## src/design/rgb_run_length_chunk_decoder_defines.svh

```systemverilog
// Assertion macros for the run-length chunk decoder.
// Expects clk and arst_n in the scope of each use.
`ifndef RGB_RUN_LENGTH_CHUNK_DECODER_DEFINES_SVH
`define RGB_RUN_LENGTH_CHUNK_DECODER_DEFINES_SVH

// same-cycle implication, disabled in reset
`define RLC_ASSERT(lbl, ante, cons, msg) \
	lbl: assert property (@(posedge clk) disable iff (!arst_n) (ante) |-> (cons)) \
		else $error(msg);

// next-cycle implication, disabled in reset
`define RLC_ASSERT_NEXT(lbl, ante, cons, msg) \
	lbl: assert property (@(posedge clk) disable iff (!arst_n) (ante) |=> (cons)) \
		else $error(msg);

`endif

```

## src/design/rlc_pkg.sv

```systemverilog
// Shared types and codes for the run-length chunk decoder.
// No dependencies.
package rlc_pkg;

	localparam int MAX_RUNS_DEF = 256;

	typedef struct packed {
		logic [7:0] data_byte;
		logic       chunk_end;
	} item_t;

	typedef struct packed {
		logic [1:0]  kind;
		logic [7:0]  literal_byte;
		logic [7:0]  red;
		logic [7:0]  green;
		logic [7:0]  blue;
		logic [15:0] run_length;
		logic        is_last;
		logic [1:0]  error;
	} result_t;

	typedef enum logic [2:0] {
		PH_HEADER,
		PH_TABLE,
		PH_DATA,
		PH_DESC,
		PH_DISCARD
	} phase_t;

	typedef struct packed {
		logic        en;
		logic [15:0] data;
	} tbl_wr_t;

	localparam logic [1:0] KIND_LIT = 2'd0;
	localparam logic [1:0] KIND_RUN = 2'd1;
	localparam logic [1:0] KIND_END = 2'd2;

	localparam logic [1:0] ERR_NONE  = 2'd0;
	localparam logic [1:0] ERR_RUNS  = 2'd1;
	localparam logic [1:0] ERR_TRUNC = 2'd2;

	// header byte positions
	localparam logic [1:0] HDR_CNT_LO = 2'd2;
	localparam logic [1:0] HDR_CNT_HI = 2'd3;

	// descriptor byte positions
	localparam logic [2:0] DESC_LEN_LO = 3'd0;
	localparam logic [2:0] DESC_LEN_HI = 3'd1;
	localparam logic [2:0] DESC_RED    = 3'd2;
	localparam logic [2:0] DESC_GREEN  = 3'd3;
	localparam logic [2:0] DESC_BLUE   = 3'd4;

endpackage

```

## src/design/rlc_table_ram.sv

```systemverilog
// Run position table: one write port, one registered read port.
// A write to the entry being read is forwarded. Depends on rlc_pkg.
module rlc_table_ram #(
	parameter int DEPTH = rlc_pkg::MAX_RUNS_DEF,
	parameter int AW    = (DEPTH > 1) ? $clog2(DEPTH) : 1
) (
	input  logic            clk,
	input  rlc_pkg::tbl_wr_t wr,
	input  logic [AW-1:0]   waddr,
	input  logic [AW-1:0]   raddr,
	output logic [15:0]     rdata
);
	import rlc_pkg::*;

	logic [15:0] mem [DEPTH];
	logic [15:0] rdata_q;

	always_ff @(posedge clk) begin
		if (wr.en) begin
			mem[waddr] <= wr.data;
		end
	end

	always_ff @(posedge clk) begin
		if (wr.en && (waddr == raddr)) begin
			rdata_q <= wr.data;
		end else begin
			rdata_q <= mem[raddr];
		end
	end

	assign rdata = rdata_q;

endmodule

```

## src/design/rlc_parser.sv

```systemverilog
// Chunk parser: header, table fill, data and descriptor phases.
// Writes run positions to the table and compares against its prefetched entry.
// Depends on rlc_pkg.
module rlc_parser #(
	parameter int MAX_RUNS = rlc_pkg::MAX_RUNS_DEF,
	parameter int AW       = (MAX_RUNS > 1) ? $clog2(MAX_RUNS) : 1
) (
	input  logic             clk,
	input  logic             arst_n,
	input  logic             accept,
	input  rlc_pkg::item_t   item,
	output rlc_pkg::tbl_wr_t tbl_wr,
	output logic [AW-1:0]    tbl_waddr,
	output logic [AW-1:0]    tbl_raddr,
	input  logic [15:0]      tbl_rdata,
	output logic             res_valid,
	output rlc_pkg::result_t res
);
	import rlc_pkg::*;

	localparam int RW = $clog2(MAX_RUNS + 1);
	localparam int FW = $clog2(2 * MAX_RUNS + 1);

	phase_t        phase_q, phase_d;
	logic [1:0]    hbs_q, hbs_d;
	logic [RW-1:0] run_total_q, run_total_d;
	logic [RW-1:0] runs_done_q, runs_done_d;
	logic [FW-1:0] fill_q, fill_d;
	logic [15:0]   pos_q, pos_d;
	logic [2:0]    desc_q, desc_d;
	logic [7:0]    low_q, low_d;
	logic [15:0]   len_q, len_d;
	logic [15:0]   col_q, col_d;

	logic [15:0]   cnt_word;
	logic          too_many;
	logic [FW-1:0] fill_inc;
	logic [FW-2:0] fill_idx;
	logic [FW-2:0] wr_idx;
	logic [15:0]   pos_inc;
	logic [RW-1:0] done_inc;
	logic          runs_left;
	logic          run_due;
	logic [7:0]    b;
	logic          fin;

	function automatic result_t end_marker(input logic [1:0] err);
		result_t r;
		r         = '0;
		r.kind    = KIND_END;
		r.is_last = 1'b1;
		r.error   = err;
		return r;
	endfunction

	assign b         = item.data_byte;
	assign fin       = item.chunk_end;
	assign cnt_word  = {b, low_q};
	assign too_many  = cnt_word > 16'(MAX_RUNS);
	assign fill_inc  = fill_q + 1'b1;
	assign fill_idx  = fill_inc[FW-1:1];
	assign wr_idx    = fill_q[FW-1:1];
	assign pos_inc   = (pos_q == 16'hFFFF) ? pos_q : pos_q + 16'd1;
	assign done_inc  = runs_done_q + 1'b1;
	assign runs_left = runs_done_q < run_total_q;
	// table entry for runs_done_q is already registered at the read port
	assign run_due   = runs_left && (pos_q >= tbl_rdata);

	always_comb begin
		phase_d     = phase_q;
		hbs_d       = hbs_q;
		run_total_d = run_total_q;
		runs_done_d = runs_done_q;
		fill_d      = fill_q;
		pos_d       = pos_q;
		desc_d      = desc_q;
		low_d       = low_q;
		len_d       = len_q;
		col_d       = col_q;
		tbl_wr      = '0;
		res_valid   = 1'b0;
		res         = '0;

		if (accept) begin
			case (phase_q)
				PH_HEADER: begin
					if (hbs_q == HDR_CNT_HI) begin
						hbs_d       = '0;
						run_total_d = cnt_word[RW-1:0];
						if (too_many) begin
							phase_d = PH_DISCARD;
						end else if (cnt_word == 16'd0) begin
							phase_d = PH_DATA;
							pos_d   = '0;
						end else begin
							phase_d = PH_TABLE;
							fill_d  = '0;
						end
						if (fin) begin
							res_valid = 1'b1;
							res = end_marker(too_many ? ERR_RUNS :
								((cnt_word != 16'd0) ? ERR_TRUNC : ERR_NONE));
						end
					end else begin
						if (hbs_q == HDR_CNT_LO) begin
							low_d = b;
						end
						hbs_d = hbs_q + 2'd1;
						if (fin) begin
							res_valid = 1'b1;
							res       = end_marker(ERR_TRUNC);
						end
					end
				end
				PH_TABLE: begin
					if (!fill_q[0]) begin
						low_d = b;
					end else begin
						tbl_wr.en   = wr_idx < (FW-1)'(MAX_RUNS);
						tbl_wr.data = {b, low_q};
					end
					fill_d = fill_inc;
					if (fill_idx >= run_total_q) begin
						phase_d = PH_DATA;
						pos_d   = '0;
					end
					if (fin) begin
						res_valid = 1'b1;
						res       = end_marker(ERR_TRUNC);
					end
				end
				PH_DATA: begin
					pos_d = pos_inc;
					if (run_due) begin
						// this byte is the first of a descriptor
						phase_d = PH_DESC;
						low_d   = b;
						desc_d  = DESC_LEN_HI;
						if (fin) begin
							res_valid = 1'b1;
							res       = end_marker(ERR_TRUNC);
						end
					end else begin
						res_valid        = 1'b1;
						res.kind         = KIND_LIT;
						res.literal_byte = b;
						res.is_last      = fin;
						res.error        = (fin && runs_left) ? ERR_TRUNC : ERR_NONE;
					end
				end
				PH_DESC: begin
					pos_d = pos_inc;
					if (desc_q >= DESC_BLUE) begin
						desc_d         = DESC_LEN_LO;
						runs_done_d    = done_inc;
						phase_d        = PH_DATA;
						res_valid      = 1'b1;
						res.kind       = KIND_RUN;
						res.red        = col_q[7:0];
						res.green      = col_q[15:8];
						res.blue       = b;
						res.run_length = len_q;
						res.is_last    = fin;
						res.error      = (fin && (done_inc < run_total_q)) ?
							ERR_TRUNC : ERR_NONE;
					end else begin
						case (desc_q)
							DESC_LEN_LO: low_d = b;
							DESC_LEN_HI: len_d = {b, low_q};
							DESC_RED:    col_d[7:0] = b;
							DESC_GREEN:  col_d[15:8] = b;
							default:     col_d = col_q;
						endcase
						desc_d = desc_q + 3'd1;
						if (fin) begin
							res_valid = 1'b1;
							res       = end_marker(ERR_TRUNC);
						end
					end
				end
				default: begin
					if (fin) begin
						res_valid = 1'b1;
						res       = end_marker(ERR_RUNS);
					end
				end
			endcase

			// final result of a chunk: start over for the next one
			if (res_valid && res.is_last) begin
				phase_d     = PH_HEADER;
				hbs_d       = '0;
				run_total_d = '0;
				runs_done_d = '0;
				fill_d      = '0;
				pos_d       = '0;
				desc_d      = DESC_LEN_LO;
			end
		end
	end

	assign tbl_waddr = wr_idx[AW-1:0];
	// prefetch the entry for the next cycle's runs_done
	assign tbl_raddr = runs_done_d[AW-1:0];

	always_ff @(posedge clk or negedge arst_n) begin
		if (!arst_n) begin
			phase_q     <= PH_HEADER;
			hbs_q       <= '0;
			run_total_q <= '0;
			runs_done_q <= '0;
			fill_q      <= '0;
			pos_q       <= '0;
			desc_q      <= DESC_LEN_LO;
		end else begin
			phase_q     <= phase_d;
			hbs_q       <= hbs_d;
			run_total_q <= run_total_d;
			runs_done_q <= runs_done_d;
			fill_q      <= fill_d;
			pos_q       <= pos_d;
			desc_q      <= desc_d;
		end
	end

	always_ff @(posedge clk) begin
		low_q <= low_d;
		len_q <= len_d;
		col_q <= col_d;
	end

endmodule

```

## src/design/rlc_out_buf.sv

```systemverilog
// Output register with a one-entry skid stage.
// Upstream may transfer while a result waits downstream. Depends on rlc_pkg.
module rlc_out_buf (
	input  logic             clk,
	input  logic             arst_n,
	input  logic             res_valid,
	input  rlc_pkg::result_t res,
	output logic             take_ready,
	output logic             out_valid,
	input  logic             out_ready,
	output rlc_pkg::result_t out_res
);
	import rlc_pkg::*;

	logic    out_v_q;
	result_t out_q;
	logic    skid_v_q;
	result_t skid_q;
	logic    out_free;

	assign out_free   = !out_v_q || out_ready;
	assign take_ready = !skid_v_q;

	always_ff @(posedge clk or negedge arst_n) begin
		if (!arst_n) begin
			out_v_q  <= 1'b0;
			skid_v_q <= 1'b0;
		end else if (out_free) begin
			if (skid_v_q) begin
				out_v_q  <= 1'b1;
				skid_v_q <= 1'b0;
			end else begin
				out_v_q <= res_valid;
			end
		end else if (res_valid) begin
			skid_v_q <= 1'b1;
		end
	end

	always_ff @(posedge clk) begin
		if (out_free) begin
			out_q <= skid_v_q ? skid_q : res;
		end else if (res_valid) begin
			skid_q <= res;
		end
	end

	assign out_valid = out_v_q;
	assign out_res   = out_q;

endmodule

```

## src/design/rgb_run_length_chunk_decoder.sv

```systemverilog
// Decoder for run-length coded RGB chunks: takes one byte per transfer on the
// item channel and emits literal, run and end-marker results on the result channel.
//
// Item channel: item_valid/item_ready, payload item (data_byte, chunk_end).
// Result channel: result_valid/result_ready, payload result.
// Each accepted byte yields zero or one result, in order. A result is
// registered in the output register, or in the skid stage when the receiver
// stalls. Throughput is one byte per cycle while item_ready is high; the limit
// is the single read port of the run position table, which is prefetched
// every cycle for the next run index, with writes to the same entry forwarded.
// When the receiver stalls, one result is held in the output register and a
// second in a skid stage; item_ready then drops until the skid drains.
// Reset clears the parser to the header phase and empties both output stages.
// The run position table is not cleared; each chunk writes its entries before
// reading them. After the last byte of a chunk the parser returns to the
// header phase on its own.
// Depends on rlc_pkg, rlc_parser, rlc_table_ram, rlc_out_buf and the defines.
`include "rgb_run_length_chunk_decoder_defines.svh"

module rgb_run_length_chunk_decoder #(
	parameter int MAX_RUNS = rlc_pkg::MAX_RUNS_DEF
) (
	input  logic             clk,
	input  logic             arst_n,
	input  logic             item_valid,
	output logic             item_ready,
	input  rlc_pkg::item_t   item,
	output logic             result_valid,
	input  logic             result_ready,
	output rlc_pkg::result_t result
);
	import rlc_pkg::*;

	localparam int AW = (MAX_RUNS > 1) ? $clog2(MAX_RUNS) : 1;

	logic          accept;
	tbl_wr_t       tbl_wr;
	logic [AW-1:0] tbl_waddr;
	logic [AW-1:0] tbl_raddr;
	logic [15:0]   tbl_rdata;
	logic          res_valid;
	result_t       res;

	assign accept = item_valid && item_ready;

	rlc_parser #(
		.MAX_RUNS (MAX_RUNS),
		.AW       (AW)
	) u_parser (
		.clk       (clk),
		.arst_n    (arst_n),
		.accept    (accept),
		.item      (item),
		.tbl_wr    (tbl_wr),
		.tbl_waddr (tbl_waddr),
		.tbl_raddr (tbl_raddr),
		.tbl_rdata (tbl_rdata),
		.res_valid (res_valid),
		.res       (res)
	);

	rlc_table_ram #(
		.DEPTH (MAX_RUNS),
		.AW    (AW)
	) u_table (
		.clk   (clk),
		.wr    (tbl_wr),
		.waddr (tbl_waddr),
		.raddr (tbl_raddr),
		.rdata (tbl_rdata)
	);

	rlc_out_buf u_out (
		.clk        (clk),
		.arst_n     (arst_n),
		.res_valid  (res_valid),
		.res        (res),
		.take_ready (item_ready),
		.out_valid  (result_valid),
		.out_ready  (result_ready),
		.out_res    (result)
	);

	`RLC_ASSERT(a_err_only_last, result_valid && (result.error != ERR_NONE), result.is_last,
		"error code on a result that is not last")
	`RLC_ASSERT(a_marker_last, result_valid && (result.kind == KIND_END), result.is_last,
		"end marker without is_last")
	`RLC_ASSERT(a_stall_full, !item_ready, result_valid,
		"input stalled while output stage is empty")
	`RLC_ASSERT_NEXT(a_skid_drains, result_valid && result_ready && !item_ready, item_ready,
		"skid stage did not drain after output transfer")

endmodule
```

## config.mk

```make
export PLATFORM = sky130hd
export DESIGN_NAME = rgb_run_length_chunk_decoder
export DESIGN_NICKNAME = d
export VERILOG_FILES = /design/src/design/rlc_pkg.sv /design/src/design/rlc_table_ram.sv /design/src/design/rlc_parser.sv /design/src/design/rlc_out_buf.sv /design/src/design/rgb_run_length_chunk_decoder.sv
export VERILOG_INCLUDE_DIRS = /design/src /design/src/design
export SDC_FILE = /design/constraint.sdc
export NUM_CORES = 2
export LEC_CHECK = 0
export BUFFER_PORTS_ARGS = -buffer_cell sky130_fd_sc_hd__buf_2
export CAP_MARGIN = 20
export CELL_PAD_IN_SITES_DETAIL_PLACEMENT = 2
export CELL_PAD_IN_SITES_GLOBAL_PLACEMENT = 2
export CORE_MARGIN = 2
export CORE_UTILIZATION = 35
export CTS_CLUSTER_DIAMETER = 60
export DETAILED_ROUTE_END_ITERATION = 10
export PLACE_DENSITY_LB_ADDON = 0.1
export SETUP_SLACK_MARGIN = 0.05
export SKIP_LAST_GASP = 1
export SLEW_MARGIN = 20
export SYNTH_ARGS = -nofsm -noshare
export SYNTH_HDL_FRONTEND = slang
export SYNTH_SLANG_ARGS = --single-unit
export TNS_END_PERCENT = 10
```

## constraint.sdc

```tcl
create_clock -name clk -period 8.4 [get_ports clk]
set_input_delay 0.42 -clock clk [delete_from_list [all_inputs] [get_ports clk]]
set_output_delay 0.42 -clock clk [all_outputs]
set_load 0.1 [all_outputs]
```

* Yosys cells after proc, flatten, opt, wreduce, memory -nomap -nowiden
Memories as Yosys holds them, arrays and structs flattened. A register that Yosys moved wholly into a read port is not among the register bits.
Index checks and enable logic that the tools add are counted.
** Word-level totals
- Bits in registers :: 200
- Memory bits (writable) :: 4096
- Input bits :: 13
- Output and inout bits :: 55
- Word-level logic and storage cells :: 176
- Memories :: 1
** Cells by class
- $add $sub $neg :: 5
- Order comparisons :: 7
- Equal/unequal tests :: 23
- Mux-type cells :: 73
- Bitwise gates (word level) :: 2
- Reductions and logical operators :: 35
** Memory list
- u_table.mem :: words 256, width 16, read ports 1, clocked after Yosys merged registers in 1, write ports 1, RTL line rlc_table_ram.sv:15 : logic [15:0] mem [DEPTH];
** Operators with widths (count)
- two-way mux 53 bit :: 7
- case mux 53 bit (4 select lines) :: 1
- two-way mux 16 bit :: 6
- two-way mux 8 bit :: 8
- two-way mux 9 bit :: 6
- two-way mux 17 bit :: 3
- two-way mux 10 bit :: 5
- case mux 16 bit (3 select lines) :: 1
- two-way mux 43 bit :: 1
- two-way mux 40 bit :: 1
- case mux 8 bit (4 select lines) :: 1
- two-way mux 3 bit :: 10
- case mux 10 bit (2 select lines) :: 1
- < comparator 9 bit :: 2
- two-way mux 2 bit :: 9
- adder 16 x 1 -> 16 bit (second input constant) :: 1
- equality test 16 bit (second input constant) :: 1
- >= comparator 16 bit :: 1
- greater-than comparator 16 x 9 -> 1 bit (second input constant) :: 1
- zero test 16 bit :: 1
- nonzero test 16 bit :: 1
- inequality test 3 x 1 -> 1 bit (second input constant) :: 5
- equality test 3 x 2 -> 1 bit (second input constant) :: 4
- case mux 3 bit (4 select lines) :: 1
- 32 further kinds :: 67

* Logic depth before layout (Yosys ltp)
- Depth in word-level cells :: 10
- Gate-level depth with buffers :: 20
- Depth with buffers taken out :: 15

* By module
Synthesis repeated with hierarchy kept, for this count alone.
** Second synthesis, totals
- Cells, all modules :: 8136
- Area, all modules :: 168554.2 um^2
** By module, submodules not included
- rlc_table_ram :: times used 1, cells each 7352, area an instance 158554.6 um^2, seq. area each 123158.1 um^2
- rlc_parser :: times used 1, cells each 609, area an instance 5843.1 um^2, seq. area each 2502.4 um^2
- rlc_out_buf :: times used 1, cells each 174, area an instance 4150.2 um^2, seq. area each 3233.1 um^2
- rgb_run_length_chunk_decoder :: times used 1, cells each 1, area an instance 6.3 um^2, seq. area each 0.0 um^2

* Least setup slack after synthesis
OpenSTA, ideal clock, no wires.
- Kind :: flip-flop to flip-flop
- Start :: register u_out.skid_v_q
- End :: memory u_table.mem[0][10] (data pin)
- Setup time :: 0.870 ns
- Arrival time :: 5.343 ns
- Data required time :: 7.530 ns
- Path slack :: 2.187 ns
- Stages on the path, launching flop included :: 6
- Path buffers :: 1
- Period minus slack after synthesis :: 6.213 ns
- Path through :: dfrtp_1 -> inv_1 -> nand2_1 -> nor3_1 -> clkbuf_1 -> and2_1
** RTL lines
- start: declaration :: RTL line rlc_out_buf.sv:17 : logic skid_v_q;
- start signal: assignment :: RTL line rlc_out_buf.sv:27 : skid_v_q <= 1'b0;
- start signal: assignment :: RTL line rlc_out_buf.sv:31 : skid_v_q <= 1'b0;
- start signal: assignment :: RTL line rlc_out_buf.sv:36 : skid_v_q <= 1'b1;
- end: declaration :: RTL line rlc_table_ram.sv:15

==> qor.txt <==
Status = finished clean
Post-Synth Adder-Cell Area = 0.386%
DR pass1 iterations = 5
Placed cell areas = 176000 sq um
MaxCap Viol Count = 0
Synth cell types = 66
Total GRT Usage = 21.4%
Mux cell area share after synthesis = 13.9%
Minimum clock period = 7.48 ns
Top cell type by total area after synthesis = edfxtp_1
Layout cells sized above 1 = 24.7%
Congestion Overflow GR = 0
# DRC = 0
Initial antenna violation count = 44
Syn nets = 7961
Via count of the first global-routing pass = 90000
Syn_area_per_cell = 21.0 sq um
Total Power Consumption = 45.4 mW
Via density = 5.56
Critical Path, Cell by Cell = buf_12, buf_12, buf_12, buf_4, mux2i_1, o22ai_1, nor4_1, a21oi_1, and3_1, o311ai_1, ha_1, nand4_1, or4_1, o221ai_1, and2_1, nand2b_1, a32o_2, buf_12
Final Skew = 0.0476 ns
Synth Area in Simple Gates = 2.24%
CTS tree = done
Post-synthesis compound-gate area fraction = 3.98%
Arr. time, crit path = 8.25 ns
CP peak stage delay = 0.92 ns
Top cells by area, synth = edfxtp_1, mux4_2, mux2i_1
Worst Setup End Kind = flop
Area of the multi-input gates = 34700 sq um
Die area = 478000 sq um
Area added between synthesis and finish = 16.5%
Commonest non-fill, non-tap cells in the layout = edfxtp_1, mux4_2, mux2i_1
IO Port Bufs = 67
Largest family of logic cells by synthesized area = multiplexers
Area share of xor/xnor cells in the synthesized design = 0.101%
Crit share post-route = 89.0%
Reg clk slew, reported paths = 0.06 ns
Reg area = 129000 sq um
Height of the die = 692 microns
Pleak = 50.4 nW
Clock Tree Root = clkbuf_16
Ys flop type = edfxtp_1
Fraction of registers with async set/reset = 1.25%
Setup total negative slack = 0 ns
Post-cts sizing count = 0
Final Hold Viols = 0
Setup CP Type = flop to flop
Final wirelength = 520000 microns
Filler instances = 43600
H-tree levels = 6
Count of state elements after synthesis = 4304
Core Rows = 252
Slowest CP cell = o221ai_1
Placer congestion estimate = 0.774
HPWL after DPL = 310000 microns
DRT iter0 DRCs = 8048
Seq/Total Area, Yosys = 77.9%
Die Wd = 692 microns
CP max FO = 41
Fin area = 193000 sq um
Clock buffer depth = 4
RSZ-0062 raised after global routing = false
Num CTS Buffers = 519
Post-synth EDFFs = 4242
CP startpoint kind = flop
Worst EP required = 9.17 ns
Worst Tran Pin Value = 1.28 ns
NumNets Final = 8604
Core ar. = 471000 sq um
ANT nets after route = 0
Worst skew pair latency = 1.05 ns
DR vias = 84300
Max_slew headroom = 14.6%
Peak Freq = 134 MHz
Critical Path Most Common Cell = buf_12
Initial Util = 35.1%
Pwr dens = 236 nW/um^2
Yosys top cell area share = 77.0%
Max Slew Vio Count = 0
Routed len/inst = 34.3 microns
Synthesized cell area = 165000 sq um
Final setup viols = 0
Hold WC Path Type = input pin to async pin
Global-route wire length before repair = 728000 microns
Synthesis Warnings = 0
Ports = 68
Clock sinks = 4304
Worst vdd ir = 0.254 mV
Commonest non-fill, non-tap cell in the layout = edfxtp_1
Pin count of the biggest net entering global routing = 176
Syn Inst Count = 7897
routing by layer:
metal | vias up | global-route usage (%) | wire [microns]
li1 | 34600 | - | -
met1 | 46900 | 31.3 | 239000
met2 | 2215 | 34.4 | 246000
met3 | 580 | 2.98 | 25300
met4 | 0 | 4.18 | 10100
met5 | - | 0 | 0
layout make-up:
| class | count | area share (%) |
|---|---|---|
| Antenna cell | 13 | 0.0169 |
| Clock buffer | 641 | 7.11 |
| Clock inverter | 268 | 1.27 |
| Inverter | 27 | 0.0526 |
| Multi-Input combinational cell | 3109 | 18.0 |
| Sequential cell | 4304 | 66.9 |
| Tap cell | 6223 | 4.04 |
| Timing Repair Buffer | 579 | 2.61 |
worst max-delay path, delay by kind of cell (launching register included):
| kind | cells | cell delay (ns) |
|---|---|---|
| AOI/OAI and AO/OA | 5 | 2.61 |
| and+or+nand+nor | 6 | 1.76 |
| buffers and inverters | 5 | 1.52 |
| DFF | 1 | 0.66 |
| adders and majority gates | 1 | 0.33 |
| muxes | 1 | 0.13 |
sequential cells by signal (all words and copies together), names as in the netlist, named ones only:
register	cells
u_out.out_res	53
u_out.out_valid	1
u_out.skid_q	53
u_out.skid_v_q	1
u_parser.col_q	16
u_parser.desc_q	3
u_parser.fill_q	10
u_parser.hbs_q	2
u_parser.len_q	16
u_parser.low_q	8
u_parser.phase_q	3
u_parser.pos_q	16
u_parser.run_total_q	9
u_parser.runs_done_q	9
u_table.mem	4096
power by group:
part | total (mW) | switching, mW | internal (mW)
combinational | 0.473 | 0.379 | 0.0935
sequential | 23.3 | 0.0335 | 23.3
clock | 21.6 | 9.08 | 12.5
path summary, 6_finish.rpt:
check                           slack, ns  cells after the start                                   to                           startpoint
worst min register to register       0.51                      1  u_parser.run_total_q[8]$_DFFE_PN0P_  u_parser.run_total_q[8]$_DFFE_PN0P_
worst min-delay path                 0.13                      3          u_out.out_valid$_DFFE_PN0N_                               arst_n
min in group clk                     0.31                      2          u_parser.col_q[7]$_DFFE_PP_                              item[8]
worst max-delay path                 0.92                     18           u_out.skid_q[23]$_DFFE_PP_                                 flop
worst max register to register       0.92                     18           u_out.skid_q[23]$_DFFE_PP_                                 flop
max in group asynchronous            7.62                      3           u_out.skid_v_q$_DFFE_PN0P_                               arst_n
synth_stat cells (3+ instances only):
cell type	n
nand2_1	106
o31ai_1	6
o311ai_1	15
nor2b_1	24
o32ai_1	3
a22oi_1	182
a21oi_1	90
o21a_1	6
nor3_1	63
or3_1	6
buf_4	62
buf_6	43
edfxtp_1	4242
dfxtp_1	8
nor4_1	89
and2_1	65
buf_2	87
mux2i_1	564
inv_1	27
nand3_1	24
o22ai_1	278
mux4_2	768
or2_2	4
a31oi_1	3
a22o_1	117
o211ai_1	17
nand4_1	28
nor2_1	305
dfrtp_1	54
clkbuf_1	229
buf_1	36
nand2b_1	14
a2111oi_0	16
o21ai_0	50
a221oi_1	64
o41ai_1	3
xnor2_1	9
mux2_2	4
ha_1	51
a21o_1	53
o21ai_1	11
and3_1	31
xor2_1	10
logic make-up (layout without fill, tap and decap cells):
| group | after synthesis | count (layout) |
|---|---|---|
| muxes | 1336 | 1336 |
| adders and majority gates | 51 | 51 |
| AOI/OAI and AO/OA | 933 | 933 |
| DFF | 4304 | 4304 |
| other | 0 | 13 |
| and+or+nand+nor | 770 | 770 |
| xor gates and xnor gates | 19 | 19 |
| buffers and inverters | 484 | 1515 |
per-stage QoR:
step	cells	hold WS, ns	util, %	worst slack (ns)
after floorplan	7897	0.124	-	2.19
after detailed placement	14200	0.490	37.4	0.944
after global placement	14200	0.492	37.4	0.918
final	15200	0.126	40.9	0.920
after CTS	15100	0.0789	40.9	0.918
after global routing	15200	0.133	40.9	0.723
what timing repair did:
item	CTS	global route
hold buffers	13	0
endpoints found under the hold margin	167	0
buffers inserted	0	0
No activity file was read; power rests on OpenSTA's default activity.
